--- src/rtl/twn_pkg.sv ---
`timescale 1ns / 1ps
`default_nettype none
package twn_pkg;

  localparam int CoordBitsDef = 16;
  localparam int FracBits     = 24;
  localparam int CellW        = 7;
  localparam int NumNbr       = 27;

  localparam logic [CellW-1:0] CellCountRst = 7'd8;
  localparam logic [31:0]      SeedRst      = 32'h0;

  // register indexes
  typedef enum logic [0:0] {
    REG_CELL_COUNT = 1'b0,
    REG_SEED       = 1'b1
  } reg_idx_e;

  // hash constants
  localparam logic [31:0] HashKa = 32'h8da6b343;
  localparam logic [31:0] HashKb = 32'hd8163841;
  localparam logic [31:0] HashKc = 32'hcb1ab31f;
  localparam logic [31:0] HashKs = 32'h9e3779b9;
  localparam logic [31:0] HashKm = 32'h85ebca6b;
  localparam logic [31:0] HyB    = 32'h27d4eb2f;
  localparam logic [31:0] HyC    = 32'h165667b1;
  localparam logic [31:0] HzB    = 32'h85ebca6b;
  localparam logic [31:0] HzC    = 32'hc2b2ae35;

  // constant products of the y and z secondary hashes
  localparam logic [31:0] HyBc = 32'(64'(HyB) * 64'(HashKb)) ^ 32'(64'(HyC) * 64'(HashKc));
  localparam logic [31:0] HzBc = 32'(64'(HzB) * 64'(HashKb)) ^ 32'(64'(HzC) * 64'(HashKc));

  // signed q.24 difference and a sum of three of its squares
  typedef logic signed [FracBits+1:0] diff_t;
  typedef logic [2*FracBits+3:0]       dist_t;

  // wrap one cell index by -1, 0 or +1
  function automatic logic [CellW-1:0] wrap_cell(input logic [CellW:0] idx,
                                                 input logic [1:0] sel,
                                                 input logic [CellW:0] n);
    logic [CellW:0] v;
    v = idx;
    if (sel == 2'd0) begin
      v = (idx == '0) ? n - 1'b1 : idx - 1'b1;
    end else if (sel == 2'd2) begin
      v = (idx + 1'b1 >= n) ? '0 : idx + 1'b1;
    end else begin
      v = (idx >= n) ? '0 : idx;
    end
    return v[CellW-1:0];
  endfunction

endpackage
`default_nettype wire

--- src/rtl/twn_isqrt.sv ---
`timescale 1ns / 1ps
`default_nettype none
// pipelined integer square root, two result bits per stage, then density
module twn_isqrt
  import twn_pkg::*;
(
  input  wire logic                 clk_i,
  input  wire logic                 en_i,
  input  wire logic                 far_i,
  input  wire logic [2*FracBits-1:0] val_i,
  output logic [7:0]                density_o
);

  localparam int RootW  = FracBits;
  localparam int Stages = RootW / 2;

  logic [2*FracBits-1:0] rem_q  [Stages+1];
  logic [RootW-1:0]      root_q [Stages+1];
  logic                  far_q  [Stages+1];

  always_comb begin
    rem_q[0]  = val_i;
    root_q[0] = '0;
    far_q[0]  = far_i;
  end

  // restoring square root, one bit per step
  for (genvar s = 0; s < Stages; s++) begin : g_st
    logic [2*FracBits-1:0] rem_n;
    logic [RootW-1:0]      root_n;
    always_comb begin
      logic [2*FracBits+1:0] trial;
      int                    b;
      rem_n  = rem_q[s];
      root_n = root_q[s];
      for (int k = 0; k < 2; k++) begin
        b      = RootW - 1 - 2*s - k;
        trial  = ({2'b0, root_n} << (b + 1)) | ((2*FracBits+2)'(1) << (2*b));
        if ({2'b0, rem_n} >= trial) begin
          rem_n  = rem_n - (2*FracBits)'(trial);
          root_n = root_n | (RootW'(1) << b);
        end
      end
    end
    always_ff @(posedge clk_i) begin
      if (en_i) begin
        rem_q[s+1]  <= rem_n;
        root_q[s+1] <= root_n;
        far_q[s+1]  <= far_q[s];
      end
    end
  end

  logic [FracBits+8:0] v;
  assign v = (FracBits+9)'(255) * (FracBits+9)'((FracBits+1)'(1) << FracBits) -
             (FracBits+9)'(255) * (FracBits+9)'(root_q[Stages]) +
             (FracBits+9)'((FracBits+1)'(1) << (FracBits-1));

  always_ff @(posedge clk_i) begin
    if (en_i) begin
      density_o <= far_q[Stages] ? 8'd0 : v[FracBits+7:FracBits];
    end
  end

endmodule
`default_nettype wire
--- config.mk ---
export PLATFORM = sky130hd
export DESIGN_NAME = twn_isqrt
export DESIGN_NICKNAME = d
export VERILOG_FILES = /design/src/rtl/twn_pkg.sv /design/src/rtl/twn_isqrt.sv
export SDC_FILE = /design/constraint.sdc
export NUM_CORES = 2
export LEC_CHECK = 0
export BUFFER_PORTS_ARGS = -buffer_cell sky130_fd_sc_hd__buf_4
export CAP_MARGIN = 0
export CORE_MARGIN = 5
export CORE_UTILIZATION = 55
export DETAILED_ROUTE_END_ITERATION = 8
export PLACE_DENSITY = 0.73
export SKIP_CTS_REPAIR_TIMING = 1
export SYNTH_ARGS = -nofsm -noshare
export SYNTH_HDL_FRONTEND = slang
export SYNTH_SLANG_ARGS = --single-unit
export TNS_END_PERCENT = 1
--- constraint.sdc ---
create_clock -name clk_i -period 8 [get_ports clk_i]
set_input_delay 0.8 -clock clk_i [delete_from_list [all_inputs] [get_ports clk_i]]
set_output_delay 0.8 -clock clk_i [all_outputs]
set_load 0.02 [all_outputs]
==> impl_metrics.toml <==
[hold_path]
min_path_type = "in -> reg"
min_from = "val_i[11]"

[finish]
layoutNonFillerInstCount = 6302
stdcell_area_um2 = 54970
area_growth_pct = 8.450
drive_above_1_share_pct = 6.372
antenna_cells = 0
nets = 5622
final_util_pct = 60.06

[clock_network]
clk_pin_slew_ns = 0.06
cts.sinks = 704
cts-root-to-sink-buffers = 3
cts_buffers = 79
worst_skew_pair.late_latency_ns = 0.68
cts-root-buf = "clkbuf_16"
cts_htree_levels = 3
cts_tree = "yes"

[grt]
grt_usage_pct = 25.06
grt_pass1_vias = 37490
grt_max_degree = 215
antenna_found_initial = 0
grt_pass1_wl_mm = 199.9
overflow = 0

[setup_path]
path_class = "reg -> reg"
reg2reg_from = "rem_q[281]"
cp.required_ns = 8.36
endpoint_kind = "flip-flop"
arrival_ns = 7.31
startpoint_type = "flip-flop"
critPathLaunch = "rem_q[281]"
cp_max_fo = 24

[detailed_routing]
dr.pass1.iters = 8
ant_nets = 0
drc = 0
vias_per_cell = 6.081
drt-wirelength-per-cell_um = 19.89
num_vias = 38320
drt-total-wl_mm = 125.3
dr.first_iter.drc_count = 3609

[yosys]
synth_seq_cells = 704
synth_top_family_by_area = "simple AND/OR/NAND/NOR gates"
synthTopCellsByArea = "edfxtp_1, ha_1, xnor2_1"
ys_warn_count = 0
synthMuxAreaShare_pct = 1.434
postSynthCellCount = 5019
synth_area_leader_cell = "edfxtp_1"
synth_top_area_share_pct = 41.71
ys_async_sr_fraction_pct = 0
netlist-cell-type-count = 101
synthAdderAreaFrac_pct = 14.54
synth_edf_count = 704
ys_seq_area_share_pct = 41.71
synth_xor_area_share_pct = 7.758
synth_simple_gate_area_share_pct = 16.43
synth_area_per_cell_um2 = 10.10
synthTopCellsByCount = "edfxtp_1, nor2_1, ha_1"
synth.most_common_cell = "edfxtp_1"
syn_nets = 5592
synthesis.area_um2 = 50690
synthFlopType = "edfxtp_1"
synth_compound_gate_area_share_pct = 14.12

[timing]
worst_slack_ns = 1.050
fmax_mhz = 143.9
fin_skew_ns = 0.05880
hold_viol_final = 0
post-route-period-util_pct = 86.88
setup_violations = 0
tightest_slew_ns = 1.127
final-max-slew-violation-count = 0
min_period_ns = 6.950
slew_headroom_pct = 24.87
fin_setup_tns_ns = 0
grt_setup_unrepaired = "false"

[die]
die_w_um = 313.6
fp.dieArea_um2 = 98330
rows = 111
coreArea_um2 = 91520
die_y_um = 313.6
initial_core_util_pct = 55.38
io_pins = 59

[placement]
placed_cells = 6154
dp_hpwl_mm = 97.63
portBuffers = 58
preCtsSetupSlack_ns = 1.190
gp_congestion = 0.9522
placed_cell_area_um2 = 52270

[power_and_ir_drop]
vdd_drop_max_mv = 0.2423
power_density_nw_per_um2 = 315.2
leakage_nw = 22.12

[run_status]
outcome = "completed"

[job]
cap_violations = 0
## critical path, stage by stage, from the launching register on
cell and delay (ns):
edfxtp_1 0.49, or4_1 0.58, nor4b_1 0.38, o31ai_1 0.19
or3_1 0.46, nor2_1 0.21, nand2_1 0.37, inv_1 0.72
o21ai_0 0.28, ha_1 0.44, nand2_1 0.11, or4_1 0.58
o41a_1 0.46, o31a_1 0.28, nand4_1 0.28, buf_4 0.33
nor4bb_1 0.38, xor2_1 0.12
## where the power goes
part           switching, W  internal (W)
sequential         0.000651       0.00505
clock               0.00159       0.00213
combinational       0.00458       0.00334
total               0.00681        0.0105
## layer usage
layer  up-vias  wire length (um)  global-route usage, %
li1      18530                 -                      -
met1     18330             53360                  32.94
met2      1190             60540                  43.02
met3       276              6224                  2.644
met4         0              5215                  9.736
met5         -                 0                      0
## state kept, by name (all words and copies together) (netlist names)
| signal | flops |
|---|---|
| rem_q | 528 |
| root_q | 156 |
| far_q | 12 |
| density_o | 8 |
## metrics by stage
| step | total power, W | hold WS (ns) |
|---|---|---|
| after detailed placement | 0.01355 | 0.4061 |
| after CTS | 0.01733 | 0.2670 |
| after global placement | 0.01344 | 0.4021 |
| final | 0.01732 | 0.3108 |
| after global routing | 0.01853 | 0.2862 |
| after floorplan | 0.01160 | 0.4003 |
## logic make-up after synthesis
logic type               after synthesis
AO/OA/AOI/OAI                       1115
XOR/XNOR                             449
adder cells (fa/ha/maj)              522
buffers and inverters                526
flip-flops                           704
multiplexers                          62
AND/OR/NAND/NOR                     1641
## worst paths after layout
path,to,slack (ns),depth (start not counted)
hold reg to reg,root_q[134],0.41,0
setup / recovery,rem_q[226],1.05,17
hold / removal,rem_q[539],0.31,1
setup reg to reg,rem_q[226],1.05,17
## layout by cell type (no fill, tap or decap), types with 76 or more instances in the layout
cell type	synthesis	final
nor3_1	124	124
edfxtp_1	704	704
nor4_1	118	118
fa_1	112	112
inv_1	391	391
clkbuf_16	0	79
xnor2_1	276	276
nor2_1	453	453
nand2_1	361	361
nand4_1	104	104
ha_1	410	410
a21oi_1	353	353
buf_4	2	76
a21o_1	125	125
nand3_1	103	103
o21ai_0	219	219
xor2_1	173	173
## cell type report
class,count,area [um^2]
Clock buffer,92,2026
Timing Repair Buffer,80,645.6
Inverter,395,1485
Sequential cell,704,21140
Fill cell,7600,36550
Clock inverter,56,670.6
Multi-Input combinational cell,3789,27520
Tap cell,1186,1484
No activity file was read; power rests on OpenSTA's default activity.
